## config.mk

```make
export PLATFORM = sky130hd
export DESIGN_NAME = tty_line_discipline_top
export DESIGN_NICKNAME = d
export VERILOG_FILES = /design/src/sv/tld_pkg.sv /design/src/sv/tld_ram.sv /design/src/sv/tld_ctrl.sv /design/src/sv/tld_dp.sv /design/src/sv/tty_line_discipline_top.sv
export SDC_FILE = /design/constraint.sdc
export NUM_CORES = 1
export LEC_CHECK = 0
export ABC_CLOCK_PERIOD_IN_PS = 4250
export BUFFER_PORTS_ARGS = -buffer_cell sky130_fd_sc_hd__buf_4
export CORE_UTILIZATION = 55
export CTS_CLUSTER_DIAMETER = 150
export DETAILED_ROUTE_END_ITERATION = 7
export GPL_TIMING_DRIVEN = 0
export PLACE_DENSITY_LB_ADDON = 0.08
export SYNTH_ARGS = -nofsm -noshare
export SYNTH_HDL_FRONTEND = slang
export SYNTH_SLANG_ARGS = --single-unit
export TNS_END_PERCENT = 50
```

## constraint.sdc

```tcl
create_clock -name clk -period 4.25 [get_ports clk]
set_input_delay 0.425 -clock clk [delete_from_list [all_inputs] [get_ports clk]]
set_output_delay 0.425 -clock clk [all_outputs]
set_load 0.02 [all_outputs]
```

## src/sv/tld_pkg.sv

```systemverilog
// Shared definitions for the terminal line discipline: sizes, character
// codes, result kinds and the command/status bundles between controller
// and datapath. No dependencies.
`default_nettype none

package tld_pkg;

    // Edit line geometry.
    localparam int LINE_DEPTH = 32;
    localparam int ADDR_W     = $clog2(LINE_DEPTH);
    localparam int FILL_W     = $clog2(LINE_DEPTH + 1);

    // Configuration port.
    localparam int CFG_IDX_W  = 2;
    localparam int CFG_DATA_W = 16;

    localparam logic [CFG_IDX_W-1:0] REG_ECHO  = 2'd0;
    localparam logic [CFG_IDX_W-1:0] REG_RAW   = 2'd1;
    localparam logic [CFG_IDX_W-1:0] REG_GROUP = 2'd2;

    // Character codes.
    localparam logic [7:0] CH_ETX   = 8'h03;
    localparam logic [7:0] CH_EOT   = 8'h04;
    localparam logic [7:0] CH_BS    = 8'h08;
    localparam logic [7:0] CH_LF    = 8'h0A;
    localparam logic [7:0] CH_CR    = 8'h0D;
    localparam logic [7:0] CH_CAN   = 8'h18;
    localparam logic [7:0] CH_SPACE = 8'h20;
    localparam logic [7:0] CH_QUEST = 8'h3F;
    localparam logic [7:0] CH_AT    = 8'h40;
    localparam logic [7:0] CH_CARET = 8'h5E;
    localparam logic [7:0] CH_TILDE = 8'h7E;
    localparam logic [7:0] CH_DEL   = 8'h7F;

    // Result kinds.
    localparam logic [1:0] KIND_ECHO    = 2'd0;
    localparam logic [1:0] KIND_DELIVER = 2'd1;
    localparam logic [1:0] KIND_INTR    = 2'd2;
    localparam logic [1:0] KIND_EOF     = 2'd3;

    // Trailing result sequence for a byte, sent after any line delivery.
    typedef enum logic [2:0] {
        TAIL_CRLF  = 3'd0,
        TAIL_INTR  = 3'd1,
        TAIL_EOF   = 3'd2,
        TAIL_BYTE  = 3'd3,
        TAIL_CARET = 3'd4,
        TAIL_ERASE = 3'd5,
        TAIL_QUEST = 3'd6
    } tail_t;

    // Commands from the controller to the datapath.
    typedef struct packed {
        logic load_byte;
        logic decode;
        logic line_start;
        logic line_next;
        logic line_done;
        logic show_line;
        logic tail_next;
    } cmd_t;

    // Status from the datapath to the controller.
    typedef struct packed {
        logic plan_flush;
        logic plan_tail;
        logic line_last;
        logic tail_last;
        logic has_tail;
    } sts_t;

endpackage

`default_nettype wire

```

## src/sv/tld_ram.sv

```systemverilog
// Generic single-write, single-read RAM with a registered read port.
// No dependencies.
`default_nettype none

module tld_ram #(
    parameter int WIDTH = 8,
    parameter int DEPTH = 32
) (
    input  wire logic                     clk,
    input  wire logic                     we,
    input  wire logic [$clog2(DEPTH)-1:0] waddr,
    input  wire logic [WIDTH-1:0]         wdata,
    input  wire logic                     re,
    input  wire logic [$clog2(DEPTH)-1:0] raddr,
    output logic      [WIDTH-1:0]         rdata
);

    logic [WIDTH-1:0] mem [DEPTH];
    logic [WIDTH-1:0] rdata_reg;

    // Write port.
    always_ff @(posedge clk)
    begin
        if (we)
        begin
            mem[waddr] <= wdata;
        end
    end

    // Read port; the data holds until the next read.
    always_ff @(posedge clk)
    begin
        if (re)
        begin
            rdata_reg <= mem[raddr];
        end
    end

    assign rdata = rdata_reg;

endmodule

`default_nettype wire

```

## src/sv/tld_ctrl.sv

```systemverilog
// Controller of the terminal line discipline: sequences decode, line
// delivery and trailing results, and owns both handshakes.
// Depends on tld_pkg.
`default_nettype none

module tld_ctrl (
    input  wire logic          clk,
    input  wire logic          rst_n,
    input  wire logic          in_valid,
    output logic               in_ready,
    output logic               out_valid,
    input  wire logic          out_ready,
    input  wire tld_pkg::sts_t sts,
    output tld_pkg::cmd_t      cmd
);

    import tld_pkg::*;

    typedef enum logic [4:0] {
        S_IDLE   = 5'b00001,
        S_DECODE = 5'b00010,
        S_READ   = 5'b00100,
        S_LINE   = 5'b01000,
        S_TAIL   = 5'b10000
    } state_t;

    state_t state_reg;
    state_t state_next;

    // Next state, commands and handshake outputs.
    always_comb
    begin
        state_next = state_reg;
        cmd        = '0;
        in_ready   = 1'b0;
        out_valid  = 1'b0;
        case (state_reg)
            S_IDLE:
            begin
                in_ready = 1'b1;
                if (in_valid)
                begin
                    cmd.load_byte = 1'b1;
                    state_next    = S_DECODE;
                end
            end
            S_DECODE:
            begin
                cmd.decode = 1'b1;
                if (sts.plan_flush)
                begin
                    state_next = S_READ;
                end
                else if (sts.plan_tail)
                begin
                    state_next = S_TAIL;
                end
                else
                begin
                    state_next = S_IDLE;
                end
            end
            S_READ:
            begin
                cmd.line_start = 1'b1;
                state_next     = S_LINE;
            end
            S_LINE:
            begin
                out_valid     = 1'b1;
                cmd.show_line = 1'b1;
                if (out_ready)
                begin
                    if (sts.line_last)
                    begin
                        cmd.line_done = 1'b1;
                        state_next    = sts.has_tail ? S_TAIL : S_IDLE;
                    end
                    else
                    begin
                        cmd.line_next = 1'b1;
                    end
                end
            end
            S_TAIL:
            begin
                out_valid = 1'b1;
                if (out_ready)
                begin
                    if (sts.tail_last)
                    begin
                        state_next = S_IDLE;
                    end
                    else
                    begin
                        cmd.tail_next = 1'b1;
                    end
                end
            end
            default:
            begin
                state_next = S_IDLE;
            end
        endcase
    end

    // State register.
    always_ff @(posedge clk or negedge rst_n)
    begin
        if (!rst_n)
        begin
            state_reg <= S_IDLE;
        end
        else
        begin
            state_reg <= state_next;
        end
    end

endmodule

`default_nettype wire

```

## src/sv/tld_dp.sv

```systemverilog
// Datapath of the terminal line discipline: configuration registers,
// byte classification, edit line store and result formatting.
// Depends on tld_pkg and tld_ram.
`default_nettype none

module tld_dp (
    input  wire logic                              clk,
    input  wire logic                              rst_n,
    input  wire tld_pkg::cmd_t                     cmd,
    output tld_pkg::sts_t                          sts,
    input  wire logic [7:0]                        rx_byte,
    input  wire logic                              cfg_we,
    input  wire logic [tld_pkg::CFG_IDX_W-1:0]     cfg_index,
    input  wire logic [tld_pkg::CFG_DATA_W-1:0]    cfg_data,
    output logic [1:0]                             kind,
    output logic [7:0]                             data,
    output logic [15:0]                            group,
    output logic                                   last
);

    import tld_pkg::*;

    // Configuration registers.
    logic        echo_reg;
    logic        raw_reg;
    logic [15:0] group_reg;

    // Working registers.
    logic [7:0]        byte_reg;
    logic [FILL_W-1:0] fill_reg;
    logic [FILL_W-1:0] fill_next;
    logic [ADDR_W-1:0] idx_reg;
    logic [ADDR_W-1:0] idx_next;
    tail_t             tail_code_reg;
    logic [1:0]        tail_cnt_reg;
    logic [1:0]        tail_idx_reg;
    logic [1:0]        tail_idx_next;

    // Decode plan for the latched byte.
    logic       plan_store;
    logic       plan_dec;
    logic       plan_flush;
    tail_t      plan_code;
    logic [1:0] plan_cnt;
    logic [7:0] store_byte;

    // Line store port signals.
    logic              ram_we;
    logic              ram_re;
    logic [ADDR_W-1:0] ram_raddr;
    logic [7:0]        ram_rdata;

    // Trailing result fields.
    logic [1:0]  tail_kind;
    logic [7:0]  tail_data;
    logic [15:0] tail_group;

    logic is_eol;
    logic is_print;
    logic has_room;

    // Configuration writes; an index past the last register is ignored.
    always_ff @(posedge clk or negedge rst_n)
    begin
        if (!rst_n)
        begin
            echo_reg  <= 1'b1;
            raw_reg   <= 1'b0;
            group_reg <= '0;
        end
        else if (cfg_we)
        begin
            case (cfg_index)
                REG_ECHO:  echo_reg  <= cfg_data[0];
                REG_RAW:   raw_reg   <= cfg_data[0];
                REG_GROUP: group_reg <= cfg_data[15:0];
                default:   ;
            endcase
        end
    end

    // Received byte, held for the whole item.
    always_ff @(posedge clk)
    begin
        if (cmd.load_byte)
        begin
            byte_reg <= rx_byte;
        end
    end

    // Classify the byte and work out stores, delivery and trailing results.
    always_comb
    begin
        is_eol     = (byte_reg == CH_CR) || (byte_reg == CH_LF);
        is_print   = (byte_reg >= CH_SPACE) && (byte_reg <= CH_TILDE);
        has_room   = fill_reg < FILL_W'(LINE_DEPTH - 1);
        plan_store = 1'b0;
        plan_dec   = 1'b0;
        plan_flush = 1'b0;
        plan_code  = TAIL_BYTE;
        plan_cnt   = 2'd0;
        store_byte = byte_reg;
        if (is_eol)
        begin
            plan_store = 1'b1;
            plan_flush = 1'b1;
            store_byte = CH_LF;
            plan_code  = TAIL_CRLF;
            plan_cnt   = echo_reg ? 2'd2 : 2'd0;
        end
        else if ((byte_reg == CH_CAN) || (byte_reg == CH_ETX))
        begin
            plan_code = TAIL_INTR;
            plan_cnt  = 2'd1;
        end
        else if (byte_reg == CH_EOT)
        begin
            plan_code = TAIL_EOF;
            plan_cnt  = 2'd1;
        end
        else if (raw_reg)
        begin
            plan_store = 1'b1;
            plan_flush = 1'b1;
            plan_cnt   = echo_reg ? 2'd1 : 2'd0;
        end
        else if (is_print)
        begin
            // A full line drops the byte without echo.
            if (has_room)
            begin
                plan_store = 1'b1;
                plan_cnt   = echo_reg ? 2'd1 : 2'd0;
            end
        end
        else if (byte_reg < CH_SPACE)
        begin
            plan_code = TAIL_CARET;
            plan_cnt  = echo_reg ? 2'd2 : 2'd0;
        end
        else if (byte_reg == CH_DEL)
        begin
            if (fill_reg != '0)
            begin
                plan_dec  = 1'b1;
                plan_code = TAIL_ERASE;
                plan_cnt  = echo_reg ? 2'd3 : 2'd0;
            end
        end
        else
        begin
            // High bytes always echo a question mark.
            plan_code = TAIL_QUEST;
            plan_cnt  = 2'd1;
        end
    end

    // Fill count, delivery index and trailing result index.
    always_comb
    begin
        fill_next = fill_reg;
        if (cmd.decode && plan_store)
        begin
            fill_next = fill_reg + FILL_W'(1);
        end
        else if (cmd.decode && plan_dec)
        begin
            fill_next = fill_reg - FILL_W'(1);
        end
        else if (cmd.line_done)
        begin
            fill_next = '0;
        end

        idx_next = idx_reg;
        if (cmd.line_start)
        begin
            idx_next = '0;
        end
        else if (cmd.line_next)
        begin
            idx_next = idx_reg + ADDR_W'(1);
        end

        tail_idx_next = tail_idx_reg;
        if (cmd.decode)
        begin
            tail_idx_next = 2'd0;
        end
        else if (cmd.tail_next)
        begin
            tail_idx_next = tail_idx_reg + 2'd1;
        end
    end

    always_ff @(posedge clk or negedge rst_n)
    begin
        if (!rst_n)
        begin
            fill_reg      <= '0;
            idx_reg       <= '0;
            tail_idx_reg  <= 2'd0;
            tail_cnt_reg  <= 2'd0;
            tail_code_reg <= TAIL_BYTE;
        end
        else
        begin
            fill_reg     <= fill_next;
            idx_reg      <= idx_next;
            tail_idx_reg <= tail_idx_next;
            if (cmd.decode)
            begin
                tail_cnt_reg  <= plan_cnt;
                tail_code_reg <= plan_code;
            end
        end
    end

    // Edit line store: write at the fill point, read ahead during delivery.
    assign ram_we    = cmd.decode && plan_store;
    assign ram_re    = cmd.line_start || cmd.line_next;
    assign ram_raddr = idx_next;

    tld_ram #(
        .WIDTH (8),
        .DEPTH (LINE_DEPTH)
    ) u_line_ram (
        .clk   (clk),
        .we    (ram_we),
        .waddr (fill_reg[ADDR_W-1:0]),
        .wdata (store_byte),
        .re    (ram_re),
        .raddr (ram_raddr),
        .rdata (ram_rdata)
    );

    // Trailing result for the current position in the sequence.
    always_comb
    begin
        tail_kind  = KIND_ECHO;
        tail_data  = 8'd0;
        tail_group = 16'd0;
        case (tail_code_reg)
            TAIL_CRLF:  tail_data = (tail_idx_reg == 2'd0) ? CH_CR : CH_LF;
            TAIL_INTR:
            begin
                tail_kind  = KIND_INTR;
                tail_group = group_reg;
            end
            TAIL_EOF:   tail_kind = KIND_EOF;
            TAIL_BYTE:  tail_data = byte_reg;
            TAIL_CARET: tail_data = (tail_idx_reg == 2'd0) ? CH_CARET : CH_AT + byte_reg;
            TAIL_ERASE: tail_data = (tail_idx_reg == 2'd1) ? CH_SPACE : CH_BS;
            TAIL_QUEST: tail_data = CH_QUEST;
            default:    tail_data = 8'd0;
        endcase
    end

    // Status for the controller.
    always_comb
    begin
        sts.plan_flush = plan_flush;
        sts.plan_tail  = plan_cnt != 2'd0;
        sts.line_last  = FILL_W'(idx_reg) == (fill_reg - FILL_W'(1));
        sts.tail_last  = tail_idx_reg == (tail_cnt_reg - 2'd1);
        sts.has_tail   = tail_cnt_reg != 2'd0;
    end

    // Output beat fields.
    always_comb
    begin
        if (cmd.show_line)
        begin
            kind  = KIND_DELIVER;
            data  = ram_rdata;
            group = 16'd0;
            last  = sts.line_last && !sts.has_tail;
        end
        else
        begin
            kind  = tail_kind;
            data  = tail_data;
            group = tail_group;
            last  = sts.tail_last;
        end
    end

endmodule

`default_nettype wire

```

## src/sv/tty_line_discipline_top.sv

```systemverilog
// Terminal line discipline: one received byte per input beat, zero to
// LINE_DEPTH+2 result beats per byte. The first result follows the decode
// state, or the decode and RAM read states when a line is delivered. Line
// bytes stream at one per cycle from the line RAM while out_ready is high;
// a byte holds the block through decode, its results and any RAM read.
// Reset clears the fill count and restores echo on, line mode, group 0.
// Depends on tld_pkg, tld_ctrl and tld_dp.
`default_nettype none

module tty_line_discipline_top (
    input  wire logic                              clk,
    input  wire logic                              rst_n,
    input  wire logic                              in_valid,
    output logic                                   in_ready,
    input  wire logic [7:0]                        rx_byte,
    output logic                                   out_valid,
    input  wire logic                              out_ready,
    output logic [1:0]                             kind,
    output logic [7:0]                             data,
    output logic [15:0]                            group,
    output logic                                   last,
    input  wire logic                              cfg_we,
    input  wire logic [tld_pkg::CFG_IDX_W-1:0]     cfg_index,
    input  wire logic [tld_pkg::CFG_DATA_W-1:0]    cfg_data
);

    import tld_pkg::*;

    cmd_t cmd;
    sts_t sts;

    // Sequencing and handshakes.
    tld_ctrl u_ctrl (
        .clk       (clk),
        .rst_n     (rst_n),
        .in_valid  (in_valid),
        .in_ready  (in_ready),
        .out_valid (out_valid),
        .out_ready (out_ready),
        .sts       (sts),
        .cmd       (cmd)
    );

    // Line store, registers and result formatting.
    tld_dp u_dp (
        .clk       (clk),
        .rst_n     (rst_n),
        .cmd       (cmd),
        .sts       (sts),
        .rx_byte   (rx_byte),
        .cfg_we    (cfg_we),
        .cfg_index (cfg_index),
        .cfg_data  (cfg_data),
        .kind      (kind),
        .data      (data),
        .group     (group),
        .last      (last)
    );

endmodule

`default_nettype wire
```

==> metrics.md, run 1 <==
| Metric | Value |
|---|---|
| Outcome | complete, but fails checks |
| Failing checks | setup timing |
| Diodes inserted | 0 |
| CP arrival | approximately 4.4 ns |
| Largest register FFs | 256 |
| Vias in the first global route | 9699 |
| Syn Nets | 1200 |
| First-pass GRT wire length | around 58000 um |
| Synth cell types | 69 |
| WP data required | approximately 4.4 ns |
| RSZ-0062 raised after global routing | true |
| Leakage | between 5 and 6 nW |
| Commonest non-fill, non-tap cells in the layout | edfxtp_1, nand3_1, o21ai_0 |
| Post-Synthesis Cell Area | roughly 14000 sq um |
| Number of flops mapped to enable cells by yosys | between 200 and 300 |
| Commonest non-fill, non-tap cell in the layout | edfxtp_1 |
| Clock Tree Buf Depth | 3 |
| Die H | ~160 um |
| Die X | between 150 and 200 um |
| Met2 GRT Util | between 40% and 50% |
| Period minus WS final | 4.292 ns |
| Pin count of the biggest net entering global routing | 42 |
| Setup Viol. Count Final | between 70 and 80 |
| Final Wtd Congestion | 0.9045 |
| Routed vias/inst | about 6.4 |
| Core Area | ~25000 sq um |
| DRT Pass-1 Iters | 6 |
| Clock Skews | roughly 0.028 ns |
| Nets@finish | 1301 |
| Post-Route WL | approximately 39000 um |
| GRT overflow | 0 |
| Fraction of layout cells with a size suffix above 1 | a little under a fifth |
| Initial antenna violation count | 0 |
| Overall power | just over 9 mW |
| Max-slew violations | 0 |
| Layer with the highest usage | met2 |
| Kind of critical path | reg2reg |
| Setup ws final | -0.04234 ns |
| Post-route ant nets | 0 |
| Starting Density | a little under three fifths |
| Post-synth ARST share | between 10% and 20% |
| Post-Synthesis Cells | 1157 |
| Max VDD drop | just over 0.0005 V |
| Avg Inst Size Synth | 12.25 sq um |
| Clock H-tree levels | 2 |
| I/O pin count | 60 |
| Hold WC Path Type | in2reg |
| Area of the die | ~26000 sq um |
| PortBufs | about 60 |
| CTS Sinks | 313 |
| Prevailing post-synth register cell | edfxtp_1 |
| Fillers | between 1500 and 2000 |
| Cells after DPL | between 1500 and 2000 |
| Worst skew pair latency | around 0.52 ns |
| Num CTS Buffers | 34 |
| Worst Path Max Fanout | 10 |
| Post-DR wirelength/cell | ~24 um |
| Period utilization | 101.0% |
| Seq/Total Area, Yosys | between 60% and 70% |
| Final TNS setup | -1.505 ns |
| Synth warnings | 0 |
| Slew headroom | 35.78% |
| Final Non-Filler Cells | 1611 |
| Final Hold Fails | 0 |
| DP HPWL | around 26000 um |
| Vias | 10370 |
| Power Dens Cells | ~560 nW/um^2 |
| CTS tree | done |
| Area Overhead vs Synth | 15.31% |
| Fmax | between 200 and 250 MHz |
| Reg clk slew, reported paths | approximately 0.060 ns |
| Endpoint class of the critical path | flop |
| GRT Overall Usage | 30.01% |
| Max-Cap Viols | 0 |
| Clk root buf | clkbuf_16 |
| FP Rows | 58 |
| GR Util met3 | 5.220% |
| First DRT Iteration DRCs | ~1200 |
| Met1 usage | between 40% and 50% |
| Worst Tran Pin Value | about 0.96 ns |
| Setup crit start kind | flop |
| Final Core Density | about 65% |
| DRC viols | 0 |
| Yosys reg bits | about 310 |
==> per-stage QoR <==
stage / worst slack, ns / hold WS (ns) / cell area, sq um
finish: -0.04234 / 0.1041 / 16340
global placement: -0.5700 / 0.4469 / 15030
CTS: -0.07897 / 0.09719 / 16210
detailed placement: -0.8570 / 0.4473 / 15070
floorplan: 0.6266 / 0.1294 / 14170
global route: -0.1504 / 0.09611 / 16340
==> worst paths after layout <==
kind	end	start	slack (ns)	depth (start not counted)
worst max-delay path	u_dp.u_line_ram.mem[29][3]$_DFFE_PP_	u_dp.byte_reg[0]$_DFFE_PP_	-0.04	9
worst min-delay path	u_dp.byte_reg[5]$_DFFE_PP_	rx_byte[5]	0.10	1
worst max register to register	u_dp.u_line_ram.mem[29][3]$_DFFE_PP_	u_dp.byte_reg[0]$_DFFE_PP_	-0.04	9
worst min register to register	u_dp.group_reg[6]$_DFFE_PN0P_	u_dp.group_reg[6]$_DFFE_PN0P_	0.50	1
max in group asynchronous	u_ctrl.state_reg[0]$_DFFE_PN1P_	rst_n	3.40	2
min in group asynchronous	u_dp.group_reg[14]$_DFFE_PN0P_	rst_n	0.45	2
==> final cells by class <==
class                      instances  area [sq um]  share of cell area (%)
sequential                       313          9199                   56.28
timing repair buffer              68         513.0                   3.139
multi-input combinational        738          4721                   28.88
clock buffer                      44         918.4                   5.619
buffer                            81         376.6                   2.304
clock inverter                    15         117.6                  0.7196
tap                              330         412.9                   2.526
inverter                          22         86.33                  0.5282
==> critical path: stages (launching register included) <==
cell and delay [ns]:
edfxtp_1 0.39, buf_1 0.38, nand2_1 0.09, o21ai_0 0.30
nor3b_4 0.52, a21oi_1 0.17, nor2_1 0.40, clkbuf_1 0.46
nand2_1 0.61, nor2_2 0.61
==> cells in the mapped netlist, types with 4 or more instances <==
master	count	area, sq um
a21o_1	5	37.54
a21oi_1	20	100.1
a311oi_1	16	140.1
a31oi_1	32	200.2
a32oi_1	9	78.83
a41oi_1	9	78.83
and2_1	23	143.9
and3_1	9	56.30
buf_1	6	22.52
buf_2	6	30.03
buf_6	4	45.04
clkbuf_1	66	247.7
dfrtp_1	37	925.9
dfstp_2	4	105.1
edfxtp_1	272	8168
ha_1	12	150.1
inv_1	21	78.83
mux2_2	32	360.4
nand2_1	64	240.2
nand2b_1	8	50.05
nand3_1	153	765.7
nand3b_1	7	52.55
nand4_1	14	87.58
nor2_1	64	240.2
nor2b_1	8	50.05
nor3_1	20	100.1
nor3b_1	6	45.04
nor4_1	6	37.54
o211ai_1	12	90.09
o21a_1	4	30.03
o21ai_0	117	585.6
o21ai_1	4	20.02
o221a_2	5	56.30
o22a_1	18	157.7
or3_1	4	25.02
xnor2_1	10	87.58
==> metal layers <==
metal / vias to the layer above / part of all wire [%] / wire [um]
li1: 4655 / - / -
met1: 5078 / 40 / 15720
met2: 550 / 46 / 18240
met3: 87 / 9.8 / 3859
met4: 0 / 3.6 / 1424
met5: - / 0 / 0
==> logic make-up (layout without fill, tap and decap cells) <==
logic type                 Yosys count  in the layout  share of synthesized area (%)
AOI/OAI and AO/OA                  275            275                          12.76
xor gates and xnor gates            13             13                         0.8033
adders and majority gates           12             12                          1.059
buffers and inverters              106            230                          3.160
DFF                                313            313                          64.90
muxes                               38             38                          3.072
and+or+nand+nor                    400            400                          14.25
==> where the power goes <==
group          switching [mW]  leakage [nW]  internal [mW]
sequential              0.119          2.95           3.63
combinational            1.74          2.00          0.902
clock                    1.18         0.501           1.59
total                    3.04          5.45           6.12
==> what timing repair did <==
action,4_1_cts,5_1_grt
buffers inserted,3,4
setup endpoints to repair,256,256
hold buffers,1,0
pin swaps,2,1
hold endpoints to repair,37,0
resized for setup,26,38
Power figures use the tool's default switching activity.
==> run 2: changes to the inputs <==
--- a/config.mk
+++ b/config.mk
@@ -6,10 +6,10 @@
 export NUM_CORES = 1
 export LEC_CHECK = 0
 export ABC_CLOCK_PERIOD_IN_PS = 4250
-export BUFFER_PORTS_ARGS = -buffer_cell sky130_fd_sc_hd__buf_4
 export CORE_UTILIZATION = 55
 export CTS_CLUSTER_DIAMETER = 150
 export DETAILED_ROUTE_END_ITERATION = 7
+export DONT_BUFFER_PORTS = 1
 export GPL_TIMING_DRIVEN = 0
 export PLACE_DENSITY_LB_ADDON = 0.08
 export SYNTH_ARGS = -nofsm -noshare
==> run 2 against run 1 <==
Compared with the run above:
- the run now ends clean
- register-to-register slack improved by 0.11 ns
- sequential share of layout area up 0.53 points
- flip-flop and latch count unchanged
- final cell count fell by 2.9%
- critical path depth grew 5
- critical path type unchanged
- highest routed layer unchanged
==> metrics.md, run 2 (synthesized netlist as in run 1, its figures left out) <==
| Metric | Value |
|---|---|
| Outcome | completed |
| Commonest non-fill, non-tap cell in the layout | edfxtp_1 |
| GRT Overall Usage | 29.80% (-0.21 points) |
| Setup crit start kind | flop |
| Fraction of layout cells with a size suffix above 1 | 15.56% (-3.2 points) |
| CP arrival | 4.49 ns (+0.05 ns) |
| Hold WC Path Type | in2reg |
| GRT overflow | 0 (unchanged) |
| Leakage | 5.274 nW (-3.2%) |
| Worst Tran Pin Value | 0.9867 ns (+0.02344 ns) |
| Cells after DPL | 1488 (-3.8%) |
| Final Non-Filler Cells | 1564 (-2.9%) |
| Met1 usage | 40.86% (-1.4 points) |
| CP top delay family | simple AND/OR/NAND/NOR gates |
| CP most frequent cell | buf_6 |
| Die H | 162.5 um (unchanged) |
| Power Dens Cells | 572.1 nW/um^2 (+2.1%) |
| Area Overhead vs Synth | 14.23% |
| Nets@finish | 1255 (-3.5%) |
| Met2 GRT Util | 47.26% (+0.64 points) |
| Pin count of the biggest net entering global routing | 42 (unchanged) |
| DP HPWL | 25650 um (-0.41%) |
| Clock Tree Buf Depth | 3 (unchanged) |
| First DRT Iteration DRCs | 1106 (-11%) |
| Clock Skews | 0.02000 ns (-0.008479 ns) |
| Initial antenna violation count | 0 (unchanged) |
| RSZ-0062 raised after global routing | true |
| Overall power | 9.264 mW (+1.1%) |
| Die X | 162.5 um (unchanged) |
| Kind of critical path | reg2reg |
| Reg clk slew, reported paths | 0.06 ns (about the same) |
| Core Area | 25250 sq um (unchanged) |
| Post-Route WL | 39070 um (-0.45%) |
| GR Util met3 | 4.838% (-0.38 points) |
| Area of the die | 26420 sq um (unchanged) |
| Clock H-tree levels | 2 (unchanged) |
| Worst Path Buf+Inv | 5 (+3) |
| Period minus WS final | 4.182 ns (-0.1105 ns) |
| Fillers | 1986 (+3.2%) |
| Max-Cap Viols | 0 (unchanged) |
| CP max-delay cell | or4_4 |
| Post-route ant nets | 0 (unchanged) |
| Starting Density | 56.13% (unchanged) |
| Cells along the critical path | buf_6 > or3_4 > or4_4 > and4_1 > buf_6 > a221o_1 > buf_6 > nor2_4 > buf_2 > clkbuf_2 > nand3_1 > a31oi_1 > nand4_1 > a32oi_1 |
| Finished Cell Area | 16190 sq um (-0.93%) |
| Final Hold Fails | 0 (unchanged) |
| Reg area | 9199 sq um (unchanged) |
| Vias | 10261 (-1.1%) |
| DRT Pass-1 Iters | 5 (-1) |
| Max VDD drop | 0.0003771 V (-26%) |
| Slew headroom | 34.22% (-1.6 points) |
| Setup Viol. Count Final | 0 (-100%) |
| Largest register FFs | 256 (unchanged) |
| FP Rows | 58 (unchanged) |
| CTS Sinks | 313 (unchanged) |
| Area occupied by multi-input gates | 4790 sq um (+1.5%) |
| Clk root buf | clkbuf_16 |
| Endpoint class of the critical path | flop |
| First-pass GRT wire length | 58100 um (-0.13%) |
| I/O pin count | 60 (unchanged) |
| Diodes inserted | 0 (unchanged) |
| Fmax | 239.1 MHz (+2.6%) |
| Final Wtd Congestion | 0.9210 (+1.8%) |
| Commonest non-fill, non-tap cells in the layout | edfxtp_1, nand3_1, o21ai_0 |
| Routed vias/inst | 6.561 (+1.9%) |
| Vias in the first global route | 9693 (-0.062%) |
| Layer with the highest usage | met2 |
| Period utilization | 98.40% (-2.6 points) |
| Final Core Density | 64.12% (-0.60 points) |
| Worst skew pair latency | 0.53 ns (about the same) |
| Num CTS Buffers | 35 (+2.9%) |
| Worst Path Max Fanout | 10 (unchanged) |
| WP data required | 4.56 ns (+0.16 ns) |
| Post-DR wirelength/cell | 24.98 um (+2.5%) |
| Slowest stage delay, CP | 0.44 ns (-0.17 ns) |
| Max-slew violations | 0 (unchanged) |
| PortBufs | 0 (-100%) |
| Final TNS setup | 0 ns (+1.505 ns) |
| DP Area | 14630 sq um (-2.9%) |
| CTS tree | done |
| DRC viols | 0 (unchanged) |
run 2: cell count changes in the layout (fill, tap and decap cells not counted), moves of 4 or more:
| cell | change |
|---|---|
| a41oi_2 | +4 |
| nor2_2 | -8 |
| nor2_1 | +6 |
| dlygate4sd3_1 | +8 |
| a41oi_1 | -4 |
| buf_4 | -56 |
| clkbuf_1 | -5 |
run 2: final timing paths:
path,start,endpoint,slack (ns),cells after the start
min reg2reg,u_dp.group_reg[13]$_DFFE_PN0P_,u_dp.group_reg[13]$_DFFE_PN0P_,0.49,1
min in group asynchronous,rst_n,u_ctrl.state_reg[2]$_DFFE_PN0P_,0.38,2
max in group asynchronous,rst_n,u_dp.echo_reg$_DFFE_PN1P_,3.61,2
max,u_dp.fill_reg[0]$_DFFE_PN0P_,u_dp.u_line_ram.rdata[3]$_DFFE_PP_,0.07,14
min,in_valid,u_ctrl.state_reg[1]$_DFFE_PN0P_,0.03,1
max reg2reg,u_dp.fill_reg[0]$_DFFE_PN0P_,u_dp.u_line_ram.rdata[3]$_DFFE_PP_,0.07,14
run 2: worst reg2reg max path: stages (launching register included):
cell	delay (ns)
dfrtp_1	0.41
buf_6	0.15
or3_4	0.35
or4_4	0.44
and4_1	0.20
buf_6	0.13
a221o_1	0.34
buf_6	0.16
nor2_4	0.21
buf_2	0.32
clkbuf_2	0.29
nand3_1	0.13
a31oi_1	0.23
nand4_1	0.24
a32oi_1	0.36
run 2: report_power, final:
part	leakage, nW	internal, mW	switching, mW
sequential	2.95	3.63	0.117
combinational	1.78	0.770	1.74
clock	0.546	1.80	1.21
total	5.27	6.20	3.07
run 2: final cells by class:
cell class | count | area share (%)
flip-flops and latches | 313 | 56.81
multi-input cells | 738 | 29.58
clock buffers | 41 | 5.680
well taps | 330 | 2.550
plain buffers | 81 | 2.334
clock inverters | 18 | 1.321
repair buffers | 21 | 1.190
inverters | 22 | 0.5332
run 2: per-layer routing:
layer	share of wire [%]	routed length, um
met2	47	18260
met4	3.6	1406
met5	0	0
met1	41	15910
met3	8.9	3489
run 2: repair_timing:
action / CTS / global route
gates resized for setup: 22 / 55
pin swaps: 4 / 2
endpoints found under the hold margin: 49 / 0
hold buffers: 10 / 0
endpoints found under the setup margin: 256 / 256
buffers inserted: 8 / 2
run 2: through the flow:
step	hold WS, ns	setup slack (ns)
floorplan	0.1294	0.6266
global placement	0.1304	-0.6133
detailed placement	0.1306	-0.8340
CTS	0.02440	0.006051
global route	0.03747	-0.02449
finish	0.03235	0.06817
==> run 3: changes to the inputs <==
--- a/config.mk
+++ b/config.mk
@@ -5,14 +5,15 @@
 export SDC_FILE = /design/constraint.sdc
 export NUM_CORES = 1
 export LEC_CHECK = 0
+export ABC_AREA = 1
 export ABC_CLOCK_PERIOD_IN_PS = 4250
 export CORE_UTILIZATION = 55
 export CTS_CLUSTER_DIAMETER = 150
 export DETAILED_ROUTE_END_ITERATION = 7
 export DONT_BUFFER_PORTS = 1
 export GPL_TIMING_DRIVEN = 0
-export PLACE_DENSITY_LB_ADDON = 0.08
+export PLACE_DENSITY = 0.74
 export SYNTH_ARGS = -nofsm -noshare
 export SYNTH_HDL_FRONTEND = slang
 export SYNTH_SLANG_ARGS = --single-unit
-export TNS_END_PERCENT = 50
+export TNS_END_PERCENT = 1
==> run 3 against run 2 <==
Compared with the run above:
- clock skew down 0.0053 ns
- clock-buffer cell count unchanged
- design area is 5.9% higher
- sequential share of layout area is 3.2 points lower
- fmax rose by 6.4%
- setup slack better by 0.25 ns
- die area is 8.0% higher
- global-route usage rose by 0.51 points
- power rose by 13%
- core utilization is 1.0 points lower
- non-clock buffer count is 4 lower
- critical path type unchanged
- largest power group unchanged
==> metrics.md, run 3 <==
| Metric | Value |
|---|---|
| Outcome | completed |
| Slew headroom | 12.16% (-22 points) |
| Synth Area in Simple Gates | 24.41% (+10 points) |
| Synth Area in Adders | 0.9798% (-0.079 points) |
| Area of the die | 28530 sq um (+8.0%) |
| PostCTS Resize Cnt | 0 (-100%) |
| Routed vias/inst | 5.744 (-12%) |
| Yosys reg bits | 313 (unchanged) |
| Starting Density | 56.39% (+0.26 points) |
| Diodes inserted | 0 (unchanged) |
| Fraction of layout cells with a size suffix above 1 | 10.45% (-5.1 points) |
| Power Dens Cells | 609.9 nW/um^2 (+6.6%) |
| I/O pin count | 60 (unchanged) |
| Synth area leader | edfxtp_1 |
| Post-Synthesis Cell Area | 15320 sq um (+8.1%) |
| Hold WC Path Type | in2reg |
| Leakage | 7.400 nW (+40%) |
| Kind of critical path | reg2reg |
| Worst hold slack | 0.05502 ns (+0.02268 ns) |
| Commonest cells in the netlist | inv_1, nand2_1, edfxtp_1 |
| Cells after DPL | 1973 (+33%) |
| Initial antenna violation count | 0 (unchanged) |
| Overall power | 10.46 mW (+13%) |
| Clock H-tree levels | 2 (unchanged) |
| Max VDD drop | 0.0004613 V (+22%) |
| Area Overhead vs Synth | 11.93% |
| Post-synth ARST share | 13.10% (unchanged) |
| Clock Tree Buf Depth | 3 (unchanged) |
| Seq/Total Area, Yosys | 60.03% (-4.9 points) |
| CP arrival | 4.09 ns (-0.40 ns) |
| Commonest non-fill, non-tap cell in the layout | inv_1 |
| Clk root buf | clkbuf_16 |
| Post-synthesis xor/xnor area fraction | 0.2286% (-0.57 points) |
| FP Rows | 60 (+3.4%) |
| Hold path endpoint | u_dp.group_reg[2]$_DFFE_PN0P_ |
| Setup Viol. Count Final | 0 (unchanged) |
| Reg clk slew, reported paths | 0.06 ns (about the same) |
| Count leader, synth | inv_1 |
| Fmax | 254.3 MHz (+6.4%) |
| Prevailing post-synth register cell | edfxtp_1 |
| PortBufs | 0 (unchanged) |
| Worst Tran Pin Value | 1.306 ns (+0.3189 ns) |
| Top cells by area in the synthesized netlist | edfxtp_1, nand3_1, inv_1 |
| First DRT Iteration DRCs | 1450 (+31%) |
| Mux cell area share after synthesis | 1.102% (-2.0 points) |
| GRT overflow | 0 (unchanged) |
| Period utilization | 92.52% (-5.9 points) |
| Worst R2R Start | u_dp.byte_reg[6]$_DFFE_PP_ |
| Worst R2R Setup Slack | 0.32 ns (+0.25 ns) |
| CTS tree | done |
| Post-DR wirelength/cell | 20.77 um (-17%) |
| Worst Path Max Fanout | 8 (-2) |
| Worst R2R Path Depth | 14 (unchanged) |
| Clock Skews | 0.01470 ns (-0.005297 ns) |
| Largest register FFs | 256 (unchanged) |
| DRC viols | 0 (unchanged) |
| WP data required | 4.41 ns (-0.15 ns) |
| Die H | 168.9 um (+3.9%) |
| FF-to-FF End | u_dp.u_line_ram.mem[2][6]$_DFFE_PP_ |
| Number of flops mapped to enable cells by yosys | 272 (unchanged) |
| Synth warnings | 0 (unchanged) |
| Final TNS setup | 0 ns (unchanged) |
| RSZ-0062 raised after global routing | false |
| Vias | 11753 (+15%) |
| GRT Overall Usage | 30.31% (+0.51 points) |
| Post-Synthesis Cells | 1597 (+38%) |
| Synth Area in Compound Gates | 2.058% (-11 points) |
| CTS Sinks | 313 (unchanged) |
| Synth cell types | 43 (-38%) |
| Avg Inst Size Synth | 9.595 sq um (-22%) |
| Final Wtd Congestion | 0.9861 (+7.1%) |
| Final Hold Fails | 0 (unchanged) |
| First-pass GRT wire length | 63790 um (+9.8%) |
| Max-Cap Viols | 0 (unchanged) |
| Post-Route WL | 42500 um (+8.8%) |
| Setup crit start kind | flop |
| Top-area cell type share of the netlist area | 53.30% (-4.3 points) |
| Hold path depth | 1 (unchanged) |
| Final Non-Filler Cells | 2046 (+31%) |
| Worst skew pair latency | 0.53 ns (about the same) |
| Endpoint class of the critical path | flop |
| DP HPWL | 29500 um (+15%) |
| Post-route ant nets | 0 (unchanged) |
| Max-slew violations | 0 (unchanged) |
| Num CTS Buffers | 35 (unchanged) |
| Vias in the first global route | 11137 (+15%) |
| HP Start | cfg_data[2] |
| Fillers | 2285 (+15%) |
| DRT Pass-1 Iters | 6 (+1) |
| Area occupied by multi-input gates | 4448 sq um (-7.1%) |
| Pin count of the biggest net entering global routing | 42 (unchanged) |
| Syn Nets | 1640 (+37%) |
| Reg area | 9199 sq um (unchanged) |
| Main combinational cell family by area after synthesis | simple AND/OR/NAND/NOR gates |
| Die X | 168.9 um (+3.9%) |
| Commonest non-fill, non-tap cells in the layout | inv_1, nand2_1, edfxtp_1 |
| Nets@finish | 1691 (+35%) |
| Core Area | 27180 sq um (+7.6%) |
| Period minus WS final | 3.932 ns (-0.2498 ns) |
==> run 3: cell types whose count changed in the layout (fill, tap and decap cells not counted), moves of 22 or more <==
cell	change
inv_1	+298
and2_1	-22
nand3_1	+99
o21ai_0	-85
nor2_1	+29
a31oi_1	-27
buf_2	+32
nand2_1	+226
clkbuf_1	-34
nand4_1	+113
==> run 3: area by class of cell <==
cell class	count	share of cell area (%)
sequential	313	53.63
multi-input combinational	869	25.93
inverter	331	7.244
clock buffer	41	5.479
buffer	84	2.772
tap	372	2.714
timing repair buffer	14	1.240
clock inverter	22	0.9848
==> run 3: timing repair <==
action | 4_1_cts | 5_1_grt
hold endpoints to repair | 49 | 0
buffers inserted | 0 | 0
hold buffers | 10 | 0
==> run 3: metal layers <==
metal / global-route usage (%) / up-vias / part of all wire (%)
met2: 48.89 / 557 / 47
met5: 0 / - / 0
met4: 12.06 / 0 / 3.5
met1: 39.99 / 5644 / 39
met3: 6.710 / 102 / 9.8
li1: - / 5450 / -
==> run 3: how the worst max path moves through the flow <==
stage	slack, ns	end	start	depth (start not counted)
after floorplan	1.55	u_dp.u_line_ram.mem[29][0]$_DFFE_PP_	u_dp.byte_reg[6]$_DFFE_PP_	14
after global placement	0.15	u_dp.u_line_ram.mem[20][2]$_DFFE_PP_	u_dp.byte_reg[6]$_DFFE_PP_	7
after detailed placement	0.46	u_dp.u_line_ram.mem[2][1]$_DFFE_PP_	u_dp.byte_reg[6]$_DFFE_PP_	14
after CTS	0.43	u_dp.u_line_ram.mem[2][7]$_DFFE_PP_	u_dp.byte_reg[6]$_DFFE_PP_	14
after global routing	0.13	u_dp.u_line_ram.mem[2][7]$_DFFE_PP_	u_dp.byte_reg[7]$_DFFE_PP_	14
final	0.32	u_dp.u_line_ram.mem[2][6]$_DFFE_PP_	u_dp.byte_reg[6]$_DFFE_PP_	14
==> run 3: cell families after synthesis <==
group	Yosys count
compound gates	55
xor+xnor	4
simple gates	783
fa+ha+maj	12
flops	313
mux	15
buf+inv	415
==> run 3: worst max-delay path: stages, from the launching register on <==
cell,delay (ns)
edfxtp_1,0.42
inv_1,0.20
ha_1,0.21
inv_1,0.06
o21ai_1,0.27
o21ai_0,0.14
o21ai_1,0.13
nand2_1,0.13
o21ai_1,0.19
nand3_1,0.09
nand2_1,0.08
nand2_1,0.20
inv_2,0.21
nand2_1,0.44
nor2_1,0.80
==> run 3: where the power goes <==
part	total [mW]	switching, mW	leakage (nW)	internal (mW)
clock	2.93	1.22	0.537	1.71
sequential	3.78	0.133	2.95	3.65
combinational	3.75	2.69	3.91	1.06
==> run 3: stage by stage <==
stage / util (%) / instance area [sq um] / setup WS [ns]
6_report: 63.11 / 17150 / 0.3180
5_1_grt: 63.11 / 17150 / 0.1254
4_1_cts: 63.09 / 17150 / 0.4287
3_5_place_dp: 58.61 / 15930 / 0.4649
3_3_place_gp: 58.10 / 15790 / 0.1505
2_1_floorplan: - / 15320 / 1.555
